`src/sv/kvt_pkg.sv`:
```
// Package for the key/value table: widths, request and status codes,
// sequencer states and the scan summary struct. No dependencies.
`timescale 1ns / 1ps

package kvt_pkg;

    localparam int KVT_ENTRIES = 16;
    localparam int KEY_W       = 32;
    localparam int VALUE_W     = 32;
    localparam int RANGE_W     = 33;

    typedef enum logic [1:0] {
        KIND_PUT   = 2'd0,
        KIND_GET   = 2'd1,
        KIND_DEL   = 2'd2,
        KIND_RANGE = 2'd3
    } kvt_kind_t;

    typedef enum logic [2:0] {
        ST_INSERTED  = 3'd0,
        ST_UPDATED   = 3'd1,
        ST_FOUND     = 3'd2,
        ST_NOT_FOUND = 3'd3,
        ST_REMOVED   = 3'd4,
        ST_FULL      = 3'd5,
        ST_RANGE     = 3'd6
    } kvt_status_t;

    typedef enum logic [2:0] {
        S_CLEAR,
        S_IDLE,
        S_SCAN,
        S_FINISH
    } kvt_state_t;

    // Summary gathered over one pass through the store.
    typedef struct packed {
        logic                     hit;
        logic signed [VALUE_W-1:0] hit_value;
        logic                     free;
        logic                     any;
        logic signed [VALUE_W-1:0] lo;
        logic signed [VALUE_W-1:0] hi;
    } kvt_scan_t;

endpackage

```
`src/sv/kvt_store.sv`:
```
// Entry store of the key/value table: one write port, one registered read port.
// Each word holds a valid mark, a key and a value. Depends on kvt_pkg.
`timescale 1ns / 1ps

module kvt_store
    import kvt_pkg::*;
#(
    parameter int ENTRIES = KVT_ENTRIES,
    parameter int IDX_W   = (ENTRIES > 1) ? $clog2(ENTRIES) : 1
)
(
    input  logic                      clk,
    input  logic                      wr_en,
    input  logic [IDX_W-1:0]          wr_addr,
    input  logic                      wr_valid,
    input  logic signed [KEY_W-1:0]   wr_key,
    input  logic signed [VALUE_W-1:0] wr_value,
    input  logic                      rd_en,
    input  logic [IDX_W-1:0]          rd_addr,
    output logic                      rd_valid,
    output logic signed [KEY_W-1:0]   rd_key,
    output logic signed [VALUE_W-1:0] rd_value
);

    localparam int WORD_W = 1 + KEY_W + VALUE_W;

    logic [WORD_W-1:0] mem [ENTRIES];
    logic [WORD_W-1:0] rd_word_reg;

    always_ff @(posedge clk)
    begin
        if (wr_en)
        begin
            mem[wr_addr] <= {wr_valid, wr_key, wr_value};
        end
    end

    always_ff @(posedge clk)
    begin
        if (rd_en)
        begin
            rd_word_reg <= mem[rd_addr];
        end
    end

    assign rd_valid = rd_word_reg[WORD_W-1];
    assign rd_key   = rd_word_reg[KEY_W+VALUE_W-1:VALUE_W];
    assign rd_value = rd_word_reg[VALUE_W-1:0];

endmodule

```
`src/sv/kvt_scan.sv`:
```
// Shared scan unit: while step is high, looks at one entry per cycle and accumulates the
// key match, the lowest free slot and the value minimum and maximum. Depends on kvt_pkg.
`timescale 1ns / 1ps

module kvt_scan
    import kvt_pkg::*;
#(
    parameter int ENTRIES = KVT_ENTRIES,
    parameter int IDX_W   = (ENTRIES > 1) ? $clog2(ENTRIES) : 1
)
(
    input  logic                      clk,
    input  logic                      rst_n,
    input  logic                      start,
    input  logic                      step,
    input  kvt_kind_t                 kind,
    input  logic signed [KEY_W-1:0]   key,
    input  logic [IDX_W-1:0]          ent_idx,
    input  logic                      ent_valid,
    input  logic signed [KEY_W-1:0]   ent_key,
    input  logic signed [VALUE_W-1:0] ent_value,
    output kvt_scan_t                 summary,
    output logic [IDX_W-1:0]          hit_idx,
    output logic [IDX_W-1:0]          free_idx
);

    kvt_scan_t        sum_reg, sum_next;
    logic [IDX_W-1:0] hit_idx_reg, hit_idx_next;
    logic [IDX_W-1:0] free_idx_reg, free_idx_next;

    always_ff @(posedge clk or negedge rst_n)
    begin
        if (!rst_n)
        begin
            sum_reg <= '0;
        end
        else
        begin
            sum_reg <= sum_next;
        end
    end

    always_ff @(posedge clk)
    begin
        hit_idx_reg  <= hit_idx_next;
        free_idx_reg <= free_idx_next;
    end

    always_comb
    begin
        sum_next      = sum_reg;
        hit_idx_next  = hit_idx_reg;
        free_idx_next = free_idx_reg;
        if (start)
        begin
            sum_next = '0;
        end
        else if (step)
        begin
            if (kind == KIND_RANGE)
            begin
                if (ent_valid)
                begin
                    if (!sum_reg.any)
                    begin
                        sum_next.any = 1'b1;
                        sum_next.lo  = ent_value;
                        sum_next.hi  = ent_value;
                    end
                    else
                    begin
                        if (ent_value < sum_reg.lo)
                        begin
                            sum_next.lo = ent_value;
                        end
                        if (ent_value > sum_reg.hi)
                        begin
                            sum_next.hi = ent_value;
                        end
                    end
                end
            end
            else
            begin
                if (ent_valid && (ent_key == key) && !sum_reg.hit)
                begin
                    sum_next.hit       = 1'b1;
                    sum_next.hit_value = ent_value;
                    hit_idx_next       = ent_idx;
                end
                if (!ent_valid && !sum_reg.free)
                begin
                    sum_next.free = 1'b1;
                    free_idx_next = ent_idx;
                end
            end
        end
    end

    assign summary  = sum_reg;
    assign hit_idx  = hit_idx_reg;
    assign free_idx = free_idx_reg;

endmodule

```
`src/sv/key_value_table_core.sv`:
```
// Top level of the key/value table: sequencer, request and result registers.
// Instantiates kvt_store and kvt_scan; depends on kvt_pkg.
`timescale 1ns / 1ps

//  Channel   Handshake            Payload
//  input     in_valid, in_stall   kind, key, new_value
//  output    out_valid, out_stall status, found, old_value, value_range, entry_count
//
// Each request passes through S_IDLE, which accepts it, S_SCAN, which streams every
// stored entry through the shared scan unit from the single registered read port,
// and S_FINISH, which updates the store and loads the result. After reset a clearing
// pass marks every entry empty; no item is accepted until it ends. A new item is
// accepted while a result still waits in the output register; only the S_FINISH
// step of that item waits on out_stall.

module key_value_table_core
    import kvt_pkg::*;
#(
    parameter int ENTRIES = KVT_ENTRIES,
    parameter int IDX_W   = (ENTRIES > 1) ? $clog2(ENTRIES) : 1,
    parameter int CNT_W   = $clog2(ENTRIES + 1)
)
(
    input  logic                      clk,
    input  logic                      rst_n,

    input  logic                      in_valid,
    output logic                      in_stall,
    input  logic [1:0]                kind,
    input  logic signed [KEY_W-1:0]   key,
    input  logic signed [VALUE_W-1:0] new_value,

    output logic                      out_valid,
    input  logic                      out_stall,
    output logic [2:0]                status,
    output logic                      found,
    output logic signed [VALUE_W-1:0] old_value,
    output logic signed [RANGE_W-1:0] value_range,
    output logic [CNT_W-1:0]          entry_count
);

    kvt_state_t state_reg, state_next;
    logic [CNT_W-1:0] cnt_reg, cnt_next;
    logic [CNT_W-1:0] count_reg, count_next;
    logic             rd_pend_reg;
    logic [IDX_W-1:0] rd_idx_reg;

    // Latched request.
    kvt_kind_t                 kind_reg;
    logic signed [KEY_W-1:0]   key_reg;
    logic signed [VALUE_W-1:0] val_reg;
    logic                      req_load;

    // Result register.
    logic                      out_valid_reg, out_valid_next;
    kvt_status_t               status_reg, status_next;
    logic                      found_reg, found_next;
    logic signed [VALUE_W-1:0] old_reg, old_next;
    logic signed [RANGE_W-1:0] range_reg, range_next;
    logic                      out_load;

    // Store ports.
    logic                      wr_en;
    logic [IDX_W-1:0]          wr_addr;
    logic                      wr_valid;
    logic signed [KEY_W-1:0]   wr_key;
    logic signed [VALUE_W-1:0] wr_value;
    logic                      rd_en;
    logic [IDX_W-1:0]          rd_addr;
    logic                      ent_valid;
    logic signed [KEY_W-1:0]   ent_key;
    logic signed [VALUE_W-1:0] ent_value;

    // Scan unit.
    logic                      scan_start;
    kvt_scan_t                 summary;
    logic [IDX_W-1:0]          hit_idx;
    logic [IDX_W-1:0]          free_idx;
    logic signed [RANGE_W-1:0] spread;

    kvt_store #(
        .ENTRIES (ENTRIES),
        .IDX_W   (IDX_W)
    ) u_store (
        .clk      (clk),
        .wr_en    (wr_en),
        .wr_addr  (wr_addr),
        .wr_valid (wr_valid),
        .wr_key   (wr_key),
        .wr_value (wr_value),
        .rd_en    (rd_en),
        .rd_addr  (rd_addr),
        .rd_valid (ent_valid),
        .rd_key   (ent_key),
        .rd_value (ent_value)
    );

    kvt_scan #(
        .ENTRIES (ENTRIES),
        .IDX_W   (IDX_W)
    ) u_scan (
        .clk       (clk),
        .rst_n     (rst_n),
        .start     (scan_start),
        .step      (rd_pend_reg),
        .kind      (kind_reg),
        .key       (key_reg),
        .ent_idx   (rd_idx_reg),
        .ent_valid (ent_valid),
        .ent_key   (ent_key),
        .ent_value (ent_value),
        .summary   (summary),
        .hit_idx   (hit_idx),
        .free_idx  (free_idx)
    );

    // The spread of two 32-bit signed values always fits a 33-bit signed field.
    assign spread = {summary.hi[VALUE_W-1], summary.hi} - {summary.lo[VALUE_W-1], summary.lo};

    always_ff @(posedge clk or negedge rst_n)
    begin
        if (!rst_n)
        begin
            state_reg     <= S_CLEAR;
            cnt_reg       <= '0;
            count_reg     <= '0;
            rd_pend_reg   <= 1'b0;
            out_valid_reg <= 1'b0;
        end
        else
        begin
            state_reg     <= state_next;
            cnt_reg       <= cnt_next;
            count_reg     <= count_next;
            rd_pend_reg   <= rd_en;
            out_valid_reg <= out_valid_next;
        end
    end

    always_ff @(posedge clk)
    begin
        rd_idx_reg <= rd_addr;
        if (req_load)
        begin
            kind_reg <= kvt_kind_t'(kind);
            key_reg  <= key;
            val_reg  <= new_value;
        end
        if (out_load)
        begin
            status_reg <= status_next;
            found_reg  <= found_next;
            old_reg    <= old_next;
            range_reg  <= range_next;
        end
    end

    always_comb
    begin
        state_next     = state_reg;
        cnt_next       = cnt_reg;
        count_next     = count_reg;
        out_valid_next = out_valid_reg && out_stall;
        req_load       = 1'b0;
        out_load       = 1'b0;
        scan_start     = 1'b0;
        in_stall       = 1'b1;
        wr_en          = 1'b0;
        wr_addr        = cnt_reg[IDX_W-1:0];
        wr_valid       = 1'b0;
        wr_key         = key_reg;
        wr_value       = val_reg;
        rd_en          = 1'b0;
        rd_addr        = cnt_reg[IDX_W-1:0];
        status_next    = ST_NOT_FOUND;
        found_next     = 1'b0;
        old_next       = '0;
        range_next     = '0;

        unique case (state_reg)
            S_CLEAR:
            begin
                // Mark one entry empty per cycle after reset.
                wr_en    = 1'b1;
                cnt_next = cnt_reg + CNT_W'(1);
                if (cnt_reg == CNT_W'(ENTRIES - 1))
                begin
                    state_next = S_IDLE;
                end
            end

            S_IDLE:
            begin
                in_stall = 1'b0;
                if (in_valid)
                begin
                    req_load   = 1'b1;
                    scan_start = 1'b1;
                    cnt_next   = '0;
                    state_next = S_SCAN;
                end
            end

            S_SCAN:
            begin
                // Reads are issued for every entry; the scan unit sees each
                // one in the following cycle, so the pass ends in the cycle after the last read.
                if (cnt_reg == CNT_W'(ENTRIES))
                begin
                    state_next = S_FINISH;
                end
                else
                begin
                    rd_en    = 1'b1;
                    cnt_next = cnt_reg + CNT_W'(1);
                end
            end

            S_FINISH:
            begin
                if (!out_valid_reg || !out_stall)
                begin
                    out_load       = 1'b1;
                    out_valid_next = 1'b1;
                    state_next     = S_IDLE;
                    if (kind_reg == KIND_RANGE)
                    begin
                        status_next = ST_RANGE;
                        range_next  = summary.any ? spread : '1;
                    end
                    else if (summary.hit)
                    begin
                        found_next = 1'b1;
                        old_next   = summary.hit_value;
                        wr_addr    = hit_idx;
                        unique case (kind_reg)
                            KIND_PUT:
                            begin
                                wr_en       = 1'b1;
                                wr_valid    = 1'b1;
                                status_next = ST_UPDATED;
                            end
                            KIND_GET:
                            begin
                                status_next = ST_FOUND;
                            end
                            KIND_DEL:
                            begin
                                wr_en       = 1'b1;
                                count_next  = count_reg - CNT_W'(1);
                                status_next = ST_REMOVED;
                            end
                            default:
                            begin
                                status_next = ST_RANGE;
                            end
                        endcase
                    end
                    else if (kind_reg == KIND_PUT)
                    begin
                        // New key goes into the lowest empty slot, if any.
                        if (summary.free)
                        begin
                            wr_en       = 1'b1;
                            wr_addr     = free_idx;
                            wr_valid    = 1'b1;
                            count_next  = count_reg + CNT_W'(1);
                            status_next = ST_INSERTED;
                        end
                        else
                        begin
                            status_next = ST_FULL;
                        end
                    end
                end
            end

            default:
            begin
                state_next = S_IDLE;
            end
        endcase
    end

    assign out_valid   = out_valid_reg;
    assign status      = status_reg;
    assign found       = found_reg;
    assign old_value   = old_reg;
    assign value_range = range_reg;
    // The count register changes only when a result is loaded, so it tracks
    // the entry count after the request shown in the result register.
    assign entry_count = count_reg;

endmodule

```
`config.mk`:
```
export PLATFORM = sky130hd
export DESIGN_NAME = key_value_table_core
export DESIGN_NICKNAME = d
export VERILOG_FILES = /design/src/sv/kvt_pkg.sv /design/src/sv/kvt_store.sv /design/src/sv/kvt_scan.sv /design/src/sv/key_value_table_core.sv
export SDC_FILE = /design/constraint.sdc
export NUM_CORES = 1
export LEC_CHECK = 0
export ABC_AREA = 1
export ABC_CLOCK_PERIOD_IN_PS = 8900
export BUFFER_PORTS_ARGS = -buffer_cell sky130_fd_sc_hd__buf_2
export CAP_MARGIN = 20
export CORE_MARGIN = 4
export CORE_UTILIZATION = 55
export CTS_CLUSTER_SIZE = 10
export DETAILED_ROUTE_END_ITERATION = 7
export MAX_ROUTING_LAYER = met4
export PLACE_DENSITY_LB_ADDON = 0.08
export SLEW_MARGIN = 20
export SYNTH_ARGS = -nofsm -noshare
export SYNTH_HDL_FRONTEND = slang
export SYNTH_SLANG_ARGS = --single-unit
```
`constraint.sdc`:
```
create_clock -name clk -period 8.9 [get_ports clk]
set_input_delay 0.89 -clock clk [delete_from_list [all_inputs] [get_ports clk]]
set_output_delay 0.89 -clock clk [all_outputs]
set_load 0.03 [all_outputs]
```
After elaboration in Yosys (flattened, before gate mapping) --
Memories as Yosys holds them, arrays and structs flattened. A register that Yosys moved wholly into a read port is not among the register bits. Cells that the tools add are included.
Word-level totals: output and inout bits 76, memory bits (writable) 1040, input bits 70, logic and storage cells 145, memories 1, flip-flop bits (word level) 261
Memories:
- u_store.mem | depth 16, width 65, rd ports 1, clocked after memory_dff 1, wr ports 1, RTL line kvt_store.sv:27 | logic [WORD_W-1:0] mem [ENTRIES];
Operators by class: order comparisons 2, reduce and logical (&&, ||, !) cells 35, bitwise gates (word level) 5, muxes and demuxes 58, $add $sub $neg 4, equality and inequality tests 18
Operator list (number):
- two-way mux 99 bit | 2
- two-way mux 65 bit | 2
- two-way mux 33 bit | 2
- two-way mux 32 bit | 2
- two-way mux 64 bit | 1
- two-way mux 34 bit | 1
- subtractor 32 x 32 -> 33 bit | 1
- equality test 32 bit | 1
- greater-than comparator 32 bit | 1
- < comparator 32 bit | 1
- two-way mux 5 bit | 6
- two-way mux 1 bit | 24
- two-way mux 3 bit | 8
- two-way mux 4 bit | 6
- AND reduction 4 bit | 5
- one-hot mux 5 bit (3 select lines) | 1
- AND reduction 3 bit | 5
- != test 2 bit, second input constant | 7
- nonzero test 2 bit | 7
- one-hot mux 3 bit (4 select lines) | 1
- adder 5 x 1 -> 5 bit, second input constant | 2
- one-hot mux 3 bit (3 select lines) | 1
- equality test 3 x 2 -> 1 bit, second input constant | 2
- != test 3 bit, second input constant | 2
- other kinds (19) | 31

Logic depth before layout (Yosys ltp) --
depth after elaboration 9, gate-level depth with buffers 20, mapped depth without buffers 19

Modules after synthesis --
From an unflattened synthesis, not the netlist that was laid out.
Unflattened totals: cells, all modules 6175, area total of the unflattened synthesis 62080.8 um^2
By module, submodules not included:
- kvt_store | cells each 4276, area an instance 46676.0 um^2, instances 1, sequential area each 33181.8 um^2
- key_value_table_core | cells each 975, area an instance 8393.0 um^2, instances 1, sequential area each 4484.3 um^2
- kvt_scan | cells each 924, area an instance 7011.7 um^2, instances 1, sequential area each 2717.6 um^2

Least setup slack after synthesis --
Ideal clock, no wire load.
path kind input to register, start point input port out_stall, end point memory u_store.mem[3][0] (netlist bit) (enable), data arrival time 5.796 ns, setup slack 2.616 ns, setup time 0.489 ns, path buffers 0, stages 11, required time 8.411 ns, cell sequence nand2_1 -> inv_2 -> nor2_4 -> nand2_4 -> nor2_8 -> nand2_2 -> a21oi_4 -> inv_2 -> nor2_4 -> nand2_2 -> nor2_1
Between the ends: word-level cells in the longest chain between the ends 6, elaborated cells on any way between the ends 8, those cells by class mux (6); reduce/logical (2)
RTL lines:
- from (decl) | RTL line key_value_table_core.sv:34 | input logic out_stall,
- logical NOT 1 bit * | RTL line key_value_table_core.sv:221 | if (!out_valid_reg || !out_stall)
- logical OR 1 bit * | RTL line key_value_table_core.sv:221
- two-way mux 1 bit | RTL line key_value_table_core.sv:221
- one-hot mux 1 bit (2 select lines) | RTL line key_value_table_core.sv:180 | unique case (state_reg)
- two-way mux 1 bit | RTL line kvt_store.sv:32 | if (wr_en)
- two-way mux 1 bit (implied by the code) | RTL line kvt_store.sv:34 | mem[wr_addr] <= {wr_valid, wr_key, wr_value};
- to (decl) | RTL line kvt_store.sv:27
Mark *: on every way between the ends. The rest lies on a longest branch, timed or not.

Final worst setup path --
start point register state_reg[0], end point memory u_store.mem[14][18] (netlist bit) (enable)
Between the ends: word-level cells in the longest chain between the ends 4, elaborated cells on any way between the ends 6, those cells by class eq/ne (1); mux (4); reduce/logical (1)
RTL lines:
- from (decl) | RTL line key_value_table_core.sv:42 | kvt_state_t state_reg, state_next;
- from (signal assigned) | RTL line key_value_table_core.sv:132 | state_reg <= state_next;
- equality test 3 x 2 -> 1 bit / logical NOT 3 bit (equally long branches) | RTL line key_value_table_core.sv:180
- one-hot mux 1 bit (2 select lines) | RTL line key_value_table_core.sv:180
- two-way mux 1 bit | RTL line kvt_store.sv:32
- two-way mux 1 bit (implied by the code) | RTL line kvt_store.sv:34
Parallel ways exist; a longest one is shown, timed or not.

==> reports/results.tsv <==
stage	metric	value	unit
yosys	synth_area_per_cell	12.2	sq um
cts	post-cts-setup-buffer-count	0	
timing	hold_slack	0.205	ns
timing	timing.final.crit_period	4.67	ns
pwr	switching_share	37.7	%
floorplan	io_pins	146	
critical_path	crit_slowest_cell	sky130_fd_sc_hd__nor2_4	
timing	report.final.slew_viol_count	0	
grt	grt_start_max_net_pins	236	
critical_path	path_buf_inv	4	
cts	cts_hold_buf	0	
timing	max-slew-margin-rel	13.2	%
floorplan	die_h	328	um
pwr	irDropWorstVdd	0.000254	V
placed_design	gpl.final_weighted_congestion	0.925	
detailed_routing	vias_per_cell	5.87	
critical_path	rr_worst_depth	11	
pwr	seqPwrFrac	40.3	%
detailed_routing	drc	0	
yosys	synth.lib_cells_used.distinct	58	
pwr	share_comb_of_total_power	33.4	%
critical_path	critical-path-top-cell-by-count	sky130_fd_sc_hd__nor2_4	
timing	final_setup_viols	0	
cts	clock_latency	0.75	ns
worst_hold_path	timing.hold.worst.class	in2async	
status	outcome	complete, no violations	
critical_path	cp_slowest_stage_delay	0.86	ns
pwr	pwr-share-clk	26.3	%
timing	worst-slew-pin-transition	1.30	ns
pwr	total_leakage_power	0.0224	uW
critical_path	path_depth	11	
critical_path	worstSetupStartpoint	state_reg[0]$_DFFE_PN0P_	
yosys	syn_nets	4768	
cells_and_area	max_reg_flops	1040	
cts	cts_resized	0	
yosys	synth.top_cells.by_area	sky130_fd_sc_hd__edfxtp_1 67%, sky130_fd_sc_hd__o21ai_0 5.2%, sky130_fd_sc_hd__dfrtp_1 5.0%	
yosys	yosysTopAreaCell	sky130_fd_sc_hd__edfxtp_1	
floorplan	die_area	0.107	sq mm
yosys	yosys.area.top_type_share	66.7	%
floorplan	effective_utilization_at_floorplan	55.3	%
yosys	postSynth.topFlopCell	sky130_fd_sc_hd__edfxtp_1	
cts	htreeDepth	4	
yosys	synth_seq_cells	1365	
cells_and_area	area_growth_syn_to_layout	11.5	%
critical_path	critical_path.endpoint_type	flip-flop	
cts	clock_tree.root_cell	sky130_fd_sc_hd__clkbuf_16	
cts	cts.sinks	1365	
timing	timing.setup.tns	0	ns
critical_path	worstReg2RegStart	state_reg[0]$_DFFE_PN0P_	
cts	max-clock-path-buffers	3	
critical_path	worstPathMaxFanout	73	
yosys	sequential_element_share_of_the_synthesized_area	71.8	%
cells_and_area	antennaDiodeCount	0	
critical_path	crit_path_start_kind	flip-flop	
critical_path	critical_path_cell_sequence	ha_1 -> inv_1 -> nor2_4 -> buf_4 -> nand2_4 -> nor2_4 -> clkinv_8 -> o221ai_4 -> nand3_2 -> nor2_4 -> buf_4	
floorplan	core	0.102	sq mm
detailed_routing	wl_per_cell	23.1	um
grt	via_count_of_the_first_global_routing_pass	34854	
floorplan	die_w	328	um
timing	timing.fmax	214	MHz
cts	cts_inserted_buffers	157	
yosys	synth.cells.most_frequent	1248 x sky130_fd_sc_hd__edfxtp_1, 675 x sky130_fd_sc_hd__nor2_1, 589 x sky130_fd_sc_hd__o21ai_0, 576 x sky130_fd_sc_hd__nand2_1, 277 x sky130_fd_sc_hd__inv_1	
yosys	synth_cells	4591	
timing	rsz0062_at_grt	false	
cells_and_area	final_nets	4886	
grt	grt_usage	27.2	%
pwr	powerDensity	348	mW/mm^2
critical_path	data_arrival_time_of_the_critical_path	5.03	ns
placed_design	placed_wire_length_estimate_after_detailed_placement	80.7	mm
cts	clock_tree_from_tritoncts	yes	
grt	first_pass_grt_wire_length	215	mm
critical_path	critPathTopFamily	simple AND/OR/NAND/NOR gates	
pwr	switchingPower	8230	uW
grt	antenna_found_initial	3	
yosys	post_synth_instance_area	0.0562	sq mm
detailed_routing	drt_wl_total	142	mm
timing	finClkSkew	0.0183	ns
cts	path_clk_slew	0.06	ns
detailed_routing	number_of_drc_violations_after_detailed_routing_iteration_0	3795	
critical_path	timing.rr.end	u_store.mem[14][18]$_DFFE_PP_	
detailed_routing	detail_route.first_pass.iterations	7	
pwr	p_int	13600	uW
critical_path	rrSetupSlack	4.23	ns
critical_path	worst-setup-path-type	reg2reg	
placed_design	port_buffers	145	
detailed_routing	drt.antenna.violating_nets	0	
floorplan	rows	117	
timing	period_share	52.4	%
yosys	synthesis.yosys.warnings	0	
yosys	synth_enable_flop_cells	1248	
critical_path	crit_required	9.26	ns
cells_and_area	drive_gt1_share	10.3	%
critical_path	endpoint	u_store.mem[14][18]$_DFFE_PP_	
yosys	synth-async-reset-ratio	8.28	%
yosys	synth_most_common_cell	sky130_fd_sc_hd__edfxtp_1	
timing	hold_viol	0	
detailed_routing	vias	35996	
grt	grt_overflow	0	
run	cap_violations	0	
power by group through the flow:
stage	logic, uW	clock network (uW)	registers [uW]
detailed placement	7250	0	8910
global placement	7190	0	8900
finish	7300	5730	8790
global route	8150	6090	8880
CTS	7290	5810	8790
floorplan	4890	0	8890
through the flow:
stage	worst slack, ns	utilization [%]	area (sq um)	total power (uW)	instances
5_1_grt	3.93	61.7	62700	23100	6133
3_3_place_gp	3.72	57.3	58200	16100	5917
2_1_floorplan	2.62	-	56200	13800	4591
4_1_cts	4.10	61.7	62700	21900	6132
3_5_place_dp	3.64	57.3	58200	16200	5917
6_report	4.23	61.7	62700	21800	6133
how the worst min path moves through the flow:
stage	startpoint	end	slack, ns	cells after the start
CTS	rst_n	entry_count[4]$_DFFE_PN0P_	0.22	1
global placement	rd_idx_reg[3]$_DFF_P_	u_scan.hit_idx[3]$_DFFE_PP_	0.41	0
global route	rst_n	entry_count[3]$_DFFE_PN0P_	0.24	1
floorplan	cnt_reg[1]$_DFFE_PN0P_	rd_idx_reg[1]$_DFF_P_	0.38	0
detailed placement	rd_idx_reg[3]$_DFF_P_	u_scan.hit_idx[3]$_DFFE_PP_	0.41	0
finish	rst_n	state_reg[0]$_DFFE_PN0P_	0.21	1
cell type report:
| cell class | instances | area (sq um) |
|---|---|---|
| Clock buffer | 199 | 4210 |
| Clock inverter | 16 | 225 |
| Fill cell | 8016 | 38900 |
| Inverter | 290 | 1120 |
| Multi-Input combinational cell | 2698 | 13900 |
| Sequential cell | 1365 | 40400 |
| Tap cell | 1368 | 1710 |
| Timing Repair Buffer | 197 | 1170 |
cells in the final DEF (no fill, tap or decap), drive strengths merged, types with 103 or more instances in the layout:
master / Yosys / routed
clkbuf: 179 / 199
buf: 59 / 197
dfrtp: 113 / 113
nand3: 112 / 112
nor2: 682 / 682
ha: 105 / 105
edfxtp: 1248 / 1248
o22ai: 264 / 264
nand2: 619 / 619
a21oi: 103 / 103
inv: 287 / 294
o21ai: 626 / 626
cell families after synthesis:
kind of cell    after synthesis  synth area share (%)
flops                      1365                  71.8
buf+inv                     528                  3.82
compound gates             1021                  9.99
fa+ha+maj                   107                  2.41
xor+xnor                     34                 0.530
simple gates               1536                  11.4
layer usage:
| layer | track usage, % | wire length, um | part of all wire, % | vias to the layer above |
|---|---|---|---|---|
| li1 | - | - | - | 16607 |
| met1 | 38.0 | 60800 | 43 | 17705 |
| met2 | 41.6 | 65800 | 46 | 1437 |
| met3 | 4.95 | 11400 | 8.1 | 247 |
| met4 | 7.56 | 3510 | 2.5 | 0 |
| met5 | - | 0 | 0 | - |
Power figures use the tool's default switching activity.
